<file path="src/rtl/hctc_pkg.sv">
// Types, constants and helper functions of the Huffman code table codec
package hctc_pkg;

    localparam int MAX_CODE_LEN = 32;
    localparam int CODE_W       = 32;
    localparam int LEN_CAP      = (MAX_CODE_LEN < CODE_W) ? MAX_CODE_LEN : CODE_W;
    localparam int LEN_W        = 6;
    localparam int SYM_W        = 8;
    localparam int TABLE_DEPTH  = 256;
    localparam int ADDR_W       = $clog2(TABLE_DEPTH);
    localparam int QUEUE_DEPTH  = 2;
    localparam int QPTR_W       = (QUEUE_DEPTH > 1) ? $clog2(QUEUE_DEPTH) : 1;
    localparam int QCNT_W       = $clog2(QUEUE_DEPTH + 1);

    typedef enum logic [1:0] {
        CMD_LOAD    = 2'd0,
        CMD_ENCODE  = 2'd1,
        CMD_DECODE  = 2'd2,
        CMD_RESTART = 2'd3
    } command_t;

    typedef enum logic [1:0] {
        KIND_CODE   = 2'd0,
        KIND_SYMBOL = 2'd1,
        KIND_ERROR  = 2'd2
    } kind_t;

    typedef enum logic [1:0] {
        ST_IDLE,
        ST_ENCODE,
        ST_SCAN
    } back_state_t;

    typedef struct packed {
        logic [1:0]        command;
        logic [SYM_W-1:0]  symbol;
        logic [LEN_W-1:0]  load_length;
        logic [CODE_W-1:0] load_code;
        logic              coded_bit;
    } in_word_t;

    typedef struct packed {
        logic [1:0]        kind;
        logic [SYM_W-1:0]  out_symbol;
        logic [CODE_W-1:0] out_code;
        logic [LEN_W-1:0]  out_length;
    } out_word_t;

    typedef struct packed {
        logic [LEN_W-1:0]  len;
        logic [CODE_W-1:0] code;
    } entry_t;

    typedef struct packed {
        command_t          op;
        logic [SYM_W-1:0]  symbol;
        entry_t            entry;
        logic              coded_bit;
    } job_t;

    function automatic logic [CODE_W-1:0] low_mask(input logic [LEN_W-1:0] len);
        logic [CODE_W-1:0] m;
        if (len >= LEN_W'(CODE_W))
            m = '1;
        else
            m = (CODE_W'(1) << len) - CODE_W'(1);
        return m;
    endfunction

endpackage

</file>
<file path="src/rtl/hctc_front.sv">
// Front end: accepts input words, classifies them into jobs and queues them
module hctc_front import hctc_pkg::*; (
    input  logic     clk,
    input  logic     rst_n,
    input  logic     in_valid,
    output logic     in_ready,
    input  in_word_t in_data,
    output logic     job_valid,
    output job_t     job,
    input  logic     job_pop
);

    job_t              slot_reg [QUEUE_DEPTH];
    logic [QPTR_W-1:0] wr_ptr_reg;
    logic [QPTR_W-1:0] rd_ptr_reg;
    logic [QCNT_W-1:0] count_reg;
    job_t              job_in;
    logic [LEN_W-1:0]  clamped_len;
    logic              push;
    logic              pop;

    always_comb
    begin
        clamped_len = (in_data.load_length > LEN_W'(LEN_CAP)) ? '0 : in_data.load_length;
        job_in.op         = command_t'(in_data.command);
        job_in.symbol     = in_data.symbol;
        job_in.entry.len  = clamped_len;
        job_in.entry.code = in_data.load_code & low_mask(clamped_len);
        job_in.coded_bit  = in_data.coded_bit;
    end

    assign in_ready  = (count_reg != QCNT_W'(QUEUE_DEPTH));
    assign job_valid = (count_reg != '0);
    assign job       = slot_reg[rd_ptr_reg];
    assign push      = in_valid && in_ready;
    assign pop       = job_pop && job_valid;

    always_ff @(posedge clk or negedge rst_n)
    begin
        if (!rst_n)
        begin
            wr_ptr_reg <= '0;
            rd_ptr_reg <= '0;
            count_reg  <= '0;
        end
        else
        begin
            if (push)
                wr_ptr_reg <= (wr_ptr_reg == QPTR_W'(QUEUE_DEPTH - 1)) ? '0
                                                                       : wr_ptr_reg + 1'b1;
            if (pop)
                rd_ptr_reg <= (rd_ptr_reg == QPTR_W'(QUEUE_DEPTH - 1)) ? '0
                                                                       : rd_ptr_reg + 1'b1;
            if (push && !pop)
                count_reg <= count_reg + 1'b1;
            else if (pop && !push)
                count_reg <= count_reg - 1'b1;
        end
    end

    always_ff @(posedge clk)
    begin
        if (push)
            slot_reg[wr_ptr_reg] <= job_in;
    end

endmodule

</file>
<file path="config.mk">
export PLATFORM = sky130hd
export DESIGN_NAME = hctc_front
export DESIGN_NICKNAME = d
export VERILOG_FILES = /design/src/rtl/hctc_pkg.sv /design/src/rtl/hctc_front.sv
export SDC_FILE = /design/constraint.sdc
export NUM_CORES = 1
export LEC_CHECK = 0
export BUFFER_PORTS_ARGS = -buffer_cell sky130_fd_sc_hd__buf_4
export CORE_UTILIZATION = 61
export CTS_BUF_LIST = sky130_fd_sc_hd__clkbuf_8
export DETAILED_ROUTE_END_ITERATION = 6
export PLACE_DENSITY = 0.94
export SLEW_MARGIN = 10
export SYNTH_ARGS = -nofsm -noshare
export SYNTH_HDL_FRONTEND = slang
export SYNTH_SLANG_ARGS = --single-unit
</file>
<file path="constraint.sdc">
create_clock -name clk -period 6.7 [get_ports clk]
set_input_delay 1.34 -clock clk [delete_from_list [all_inputs] [get_ports clk]]
set_output_delay 1.34 -clock clk [all_outputs]
set_load 0.02 [all_outputs]
</file>
==> results of run 1 <==
## stage by stage
step | instances | setup slack (ns) | hold slack, ns | utilization [%] | instance area (um2)
global route | 549 | 1.80 | 0.549 | 75.7 | 5880
global placement | 533 | 1.92 | 0.474 | 73.3 | 5700
detailed placement | 533 | 1.80 | 0.507 | 73.3 | 5700
CTS | 549 | 2.16 | 0.520 | 75.7 | 5880
floorplan | 356 | 2.75 | 0.457 | - | 4940
finish | 549 | 2.03 | 0.527 | 75.7 | 5880
## kinds of logic (layout without fill, tap and decap cells)
logic type,count (synthesis),in the layout,synth area share (%)
simple gates,77,77,9.08
xor+xnor,11,11,1.95
flops,102,102,61.5
mux,52,52,11.8
compound gates,75,75,11.2
fa+ha+maj,2,2,0.506
buf+inv,37,128,3.97
## cell type report
cell class | instances | area [um2]
inverter | 8 | 30.0
clock buffer | 9 | 124
clock inverter | 7 | 58.8
tap | 102 | 128
sequential | 102 | 3040
timing repair buffer | 104 | 781
fill | 499 | 1890
multi-input combinational | 217 | 1710
## critical path, stage by stage
cell	delay, ns
buf_4	0.19
nor2_1	0.29
nand3_1	0.67
inv_1	0.58
or3_1	0.21
ha_1	0.77
o31ai_4	0.25
a2bb2oi_1	0.19
o211a_1	0.27
## layer usage
layer  up-vias  routed length (um)  track usage [%]
met4         0                 173             9.24
met3        20                 907             4.56
met5         -                   0                0
met1      1566                4340             36.1
met2       171                5640             45.9
li1       1527                   -                -
## worst min-delay path by stage
| stage | startpoint | endpoint | slack [ns] | cells past startpoint |
|---|---|---|---|---|
| floorplan | count_reg[1] | count_reg[1] | 0.46 | 1 |
| global placement | count_reg[1] | count_reg[1] | 0.47 | 1 |
| detailed placement | count_reg[1] | count_reg[1] | 0.51 | 1 |
| CTS | count_reg[1] | count_reg[1] | 0.52 | 1 |
| global route | count_reg[1] | count_reg[1] | 0.55 | 1 |
| finish | count_reg[1] | count_reg[1] | 0.53 | 1 |
## synth_stat cells, types with 4 or more instances
master	count	area share [%]
nand3_1	7	0.71
buf_2	13	1.3
clkbuf_1	9	0.68
a31oi_1	6	0.76
edfxtp_1	98	60
nor2b_1	8	1.0
xnor2_1	7	1.2
xor2_1	4	0.71
o31ai_1	4	0.61
and3_1	4	0.51
o311a_1	4	0.81
o21a_1	9	1.4
nand2b_1	5	0.63
dfrtp_1	4	2.0
nor3_1	4	0.40
mux2_2	49	11
buf_6	4	0.91
a21oi_1	9	0.91
inv_1	8	0.61
o21ai_0	13	1.3
nand2_1	15	1.1
nor2_1	14	1.1
a21boi_1	6	0.91
## power by group
group,switching [uW],internal (uW),total (uW)
sequential,99.5,881,981
combinational,440,386,826
clock,219,140,359
total,759,1410,2170
==> metrics.md, run 1 <==
| Metric | Value |
|---|---|
| CTS tree | built |
| Detail Placement HPWL | about 7600 um |
| CTS buffer count | 9 |
| Yosys warns | 0 |
| CP startpoint | in_data[36] |
| Routed len/inst | between 20 and 25 um |
| Routed WL | 11100 um |
| Outcome | finished, final reports clean |
| Syn_area_per_cell | approximately 14 um2 |
| First-pass GRT wire length | approximately 17000 um |
| Max reg flops | around 100 |
| Fmax | between 200 and 250 MHz |
| Syn Nets | between 400 and 500 |
| Vias per inst | roughly 6 |
| Total grt overflow | 0 |
| Share of flip-flops with an asynchronous set or reset | roughly 3.9% |
| Final setup viols | 0 |
| Final hold vios | 0 |
| Post-synth top flop | edfxtp_1 |
| Slew headroom | between 20% and 30% |
| Port Buffers | around 100 |
| Initial DRC count | between 200 and 300 |
| Setup TNS | 0 ns |
| Crit path DAT | roughly 4.8 ns |
| Die footprint | approximately 8500 um2 |
| Die Span X | slightly above 90 um |
| Type of origin of the critical path | input port |
| Clock latency on the worst-skew pair | between 0.3 and 0.4 ns |
| Worst min path class | flip-flop to flip-flop |
| Distinct cells, synth | 56 |
| Max Cap Viol | 0 |
| Pleak | 0.00222 uW |
| # clock sinks | 102 |
| Final Cycle Share | between 60% and 70% |
| Final nets | between 400 and 500 |
| # DRC | 0 |
| Cts hold-fix bufs | 0 |
| Routability cong. | roughly 0.86 |
| Most common cell after layout, fill and taps aside | buf_4 |
| Final Skew | approximately 0.013 ns |
| Post-cts sizing count | 0 |
| # IOs | ~100 |
| Die Y | slightly above 90 um |
| Pre-antenna DRT Iters | 5 |
| Clock-pin slew on the worst setup and hold paths | about 0.090 ns |
| Row count | 32 |
| Largest net degree at the start of global routing | approximately 50 |
| Reg2reg end | slot_reg[1][22] |
| Synth Instances | around 360 |
| Fraction of layout cells with a size suffix above 1 | 40.7% |
| Reg2Reg Setup Slack | approximately 4.7 ns |
| # Post-CTS Setup Buffers | 0 |
| Period minus WS final | around 4.7 ns |
| Root buffer cell | clkbuf_8 |
| Initial antenna violation count | 0 |
| PwrDens | between 300 and 400 nW/um2 |
| Yosys reg bits | 102 |
| Worst vdd ir | about 0.21 mV |
| Commonest non-fill, non-tap cells in the layout | buf_4, edfxtp_1, mux2_2 |
| Core area | just under 8000 um2 |
| Gr usage total | 27.3% |
| Vias in the first global route | around 3200 |
| Final slew viol count | 0 |
| Worst-case reg-to-reg path depth | 2 |
| Vias | 3284 |
| Critical path destination | slot_reg[1][15] |
| RR Startpoint | count_reg[0] |
| Initial Util | a little under two thirds |
| Area grow syn2layout | 18.9% |
| Post-synth EDFFs | 98 |
| Worst Path Required | around 6.8 ns |
| Ant diodes | 0 |
| Slew @ Worst Pin | roughly 1.2 ns |
| Seq/Total Area, Yosys | 61.5% |
| Final Power | between 2000 and 2500 uW |
| Worst setup EP type | flip-flop |
| Routed Antenna Nets | 0 |
| Critical path type | input port to flip-flop |
| Max clock buf depth | 2 |
| Worst-path maximum fanout | 26 |
| RSZ-0062 raised after global routing | no |
| Synth Cell Area | 4940 um2 |
| H-Tree Depth | 3 |
Note: power is estimated with default switching activity, not from simulation.
==> run 2: changes to the inputs <==
ABC_AREA = 1   (was default)
CORE_UTILIZATION = 57   (was 61)
PLACE_DENSITY = 0.89   (was 0.94)
clock period = 4.9 ns   (was 6.7 ns; I/O delays follow)
==> run 2 against run 1 <==
Power grew 46%. Largest power group is now combinational cells. Count of clock-buffer cells in the layout is the same. Non-clock buffer count grew 2. Clock power grew 53%. Clock skew is essentially flat. Via count grew 25%. Critical path depth grew 6. Core utilization shrank 3.4 points.
==> metrics.md, run 2 <==
| Metric | Value |
|---|---|
| Final slew viol count | 0 (unchanged) |
| Row count | 33 (was 32) |
| Final Power | 3170 uW (was 2170 uW) |
| Final hold vios | 0 (unchanged) |
| Initial Util | 59.7% (was 63.7%) |
| Setup TNS | 0 ns (unchanged) |
| Synth area leaders | edfxtp_1, nand2_1, nor2_1, nand4_1, inv_1 (was edfxtp_1, mux2_2, dfrtp_1, o21a_1, buf_2) |
| Worst-path maximum fanout | 17 (was 26) |
| # IOs | 104 (unchanged) |
| Final Skew | 0.0133 ns (was 0.0134 ns) |
| Max reg flops | 98 (unchanged) |
| Share of flip-flops with an asynchronous set or reset | 3.92% (unchanged) |
| Die footprint | 9110 um2 (was 8470 um2) |
| Top cell type's share of synthesized area | 59.1% (was 59.5%) |
| Slowest stage delay, CP | 0.45 ns (was 0.77 ns) |
| Worst setup EP type | flip-flop (unchanged) |
| Worst min path class | input port to asynchronous set/reset pin (was flip-flop to flip-flop) |
| Cts hold-fix bufs | 0 (unchanged) |
| Crit path DAT | 3.42 ns (was 4.78 ns) |
| Die Y | 95.5 um (was 92.0 um) |
| Vias per inst | 5.42 (was 5.98) |
| Synth Instances | 546 (was 356) |
| Synth Cell Area | 4980 um2 (was 4940 um2) |
| Critical path type | input port to flip-flop (unchanged) |
| Worst-case reg-to-reg path depth | 5 (was 2) |
| Total grt overflow | 0 (unchanged) |
| # Post-CTS Setup Buffers | 0 (unchanged) |
| Fraction of layout cells with a size suffix above 1 | 21.0% (was 40.7%) |
| CP most frequent cell | nor2_1 |
| Vias | 4094 (was 3284) |
| Die Span X | 95.5 um (was 92.0 um) |
| Yosys reg bits | 102 (unchanged) |
| Post-synth top flop | edfxtp_1 (unchanged) |
| Post-synth EDFFs | 98 (unchanged) |
| H-Tree Depth | 3 (unchanged) |
| RSZ-0062 raised after global routing | no (unchanged) |
| Largest net degree at the start of global routing | 51 (unchanged) |
| Distinct cells, synth | 34 (was 56) |
| Type of origin of the critical path | input port (unchanged) |
| CTS tree | built (unchanged) |
| Routed WL | 12600 um (was 11100 um) |
| # clock sinks | 102 (unchanged) |
| Commonest non-fill, non-tap cells in the layout | nand2_1, buf_4, edfxtp_1 (was buf_4, edfxtp_1, mux2_2) |
| PwrDens | 526 nW/um2 (was 368 nW/um2) |
| Port Buffers | 103 (unchanged) |
| Final Cycle Share | about two thirds |
| Fillers | 619 (was 499) |
| CTS buffer count | 9 (unchanged) |
| Cell taking the most area after synthesis | edfxtp_1 (unchanged) |
| Synth top cells by count | nand2_1, edfxtp_1, nor2_1, inv_1 (was edfxtp_1, mux2_2, nand2_1, nor2_1) |
| Pre-antenna DRT Iters | 5 (unchanged) |
| Yosys warns | 0 (unchanged) |
| Core area | 8340 um2 (was 7770 um2) |
| Syn_area_per_cell | 9.12 um2 (was 13.9 um2) |
| Routability cong. | 0.856 (about the same) |
| Worst vdd ir | 0.286 mV (was 0.208 mV) |
| Pleak | 0.00298 uW (was 0.00222 uW) |
| Syn Nets | 601 (was 411) |
| Most common cell after layout, fill and taps aside | nand2_1 (was buf_4) |
| Clock latency on the worst-skew pair | 0.36 ns (was 0.37 ns) |
| Final nets | 701 (was 497) |
| Vias in the first global route | 4033 (was 3244) |
| Max Cap Viol | 0 (unchanged) |
| Post-layout util | 72.3% (was 75.7%) |
| CP max-delay cell | nand4_2 (was ha_1) |
| Ant diodes | 0 (unchanged) |
| Gr usage total | 28.7% (was 27.3%) |
| Post-cts sizing count | 0 (unchanged) |
| Routed len/inst | 16.7 um (was 20.1 um) |
| Slew headroom | 33.9% (was 22.5%) |
| Final setup viols | 0 (unchanged) |
| Most common cell in the synthesized netlist | nand2_1 (was edfxtp_1) |
| Crit-path cells | buf_4 -> nor2_1 -> nand4_2 -> nand2_1 -> nor2_1 -> inv_1 -> ha_1 -> nand2_1 -> nor2_1 -> nand2_2 -> nor2_1 -> nand3_1 -> nand2_1 -> nor2_1 -> nor2_1 (was buf_4 -> nor2_1 -> nand3_1 -> inv_1 -> or3_1 -> ha_1 -> o31ai_4 -> a2bb2oi_1 -> o211a_1) |
| Worst Path Required | 5.11 ns (was 6.81 ns) |
| Routed Antenna Nets | 0 (unchanged) |
| Initial DRC count | 253 (was 251) |
| First-pass GRT wire length | 19300 um (was 16900 um) |
| Clock-pin slew on the worst setup and hold paths | 0.10 ns (was 0.09 ns) |
| Detail Placement HPWL | 9070 um (was 7590 um) |
| Period minus WS final | around 3.2 ns |
| Area grow syn2layout | 21.2% (was 18.9%) |
| Root buffer cell | clkbuf_8 (unchanged) |
| Slew @ Worst Pin | 0.987 ns (was 1.16 ns) |
| Outcome | finished, final reports clean (unchanged) |
| Seq/Total Area, Yosys | 61.1% (was 61.5%) |
| Fmax | between 300 and 400 MHz |
| Max clock buf depth | 2 (unchanged) |
| Reg2Reg Setup Slack | 2.73 ns (was 4.74 ns) |
| # DRC | 0 (unchanged) |
| Initial antenna violation count | 0 (unchanged) |
run 2: cell types whose count changed after synthesis, sizes merged, moves of 5 or more:
cell and change:
a31oi -6, buf -15, inv +32, mux2 -50, nand2 +207, nand2b -5, nand3 +17, nand4 +25
nor2 +63, nor2b -8, o21a -9, o21ai -10, o31ai -7, xnor2 -6
run 2: per-stage QoR:
step | setup slack [ns] | instances | hold WS, ns | area, um2
final | 1.69 | 756 | 0.389 | 6030
after global routing | 1.49 | 756 | 0.386 | 6030
after CTS | 1.71 | 756 | 0.389 | 6030
after detailed placement | 1.39 | 740 | 0.519 | 5830
after global placement | 1.47 | 740 | 0.461 | 5830
after floorplan | 1.29 | 546 | 0.446 | 4980
run 2: worst paths after layout:
kind / start / end
worst max-delay path: in_data[35] / slot_reg[1][21]
worst max register to register: count_reg[0] / slot_reg[0][18]
worst min register to register: count_reg[0] / count_reg[0]
min in group clk: count_reg[0] / count_reg[0]
max in group asynchronous: rst_n / rd_ptr_reg
worst min-delay path: rst_n / wr_ptr_reg
run 2: power by group:
part | leakage [uW] | internal (uW) | switching (uW)
registers | 0.000974 | 1210 | 57.6
logic | 0.00190 | 466 | 889
clock network | 0.000101 | 244 | 307
run 2: cell families (layout without fill, tap and decap cells):
kind of cell / after synthesis / in the layout / synth area share (%)
flip-flops: 102 / 102 / 61.1
AND/OR/NAND/NOR: 362 / 362 / 30.5
buffers and inverters: 58 / 163 / 4.98
XOR/XNOR: 4 / 4 / 0.704
AO/OA/AOI/OAI: 18 / 18 / 2.24
adder cells (fa/ha/maj): 2 / 2 / 0.503
run 2: critical path: cells and delay by family:
family,cells,cell delay [ns]
buf+inv,2,0.22
fa+ha+maj,1,0.15
simple gates,12,2.07
run 2: layout make-up:
class,instances,area [um2],share of cell area [%]
clock buffers,9,124,2.05
clock inverters,7,81.3,1.35
inverters,41,154,2.55
multi-input cells,386,1700,28.2
flip-flops and latches,102,3040,50.4
well taps,105,131,2.18
repair buffers,106,796,13.2
run 2: per-layer routing:
layer  vias to the layer above  track usage, %  part of all wire (%)
li1                       2008               -                     -
met1                      1888            34.3                    40
met2                       175            50.9                    51
met3                        23            5.58                   6.9
met4                         0            11.2                   2.4
met5                         -               0                     0
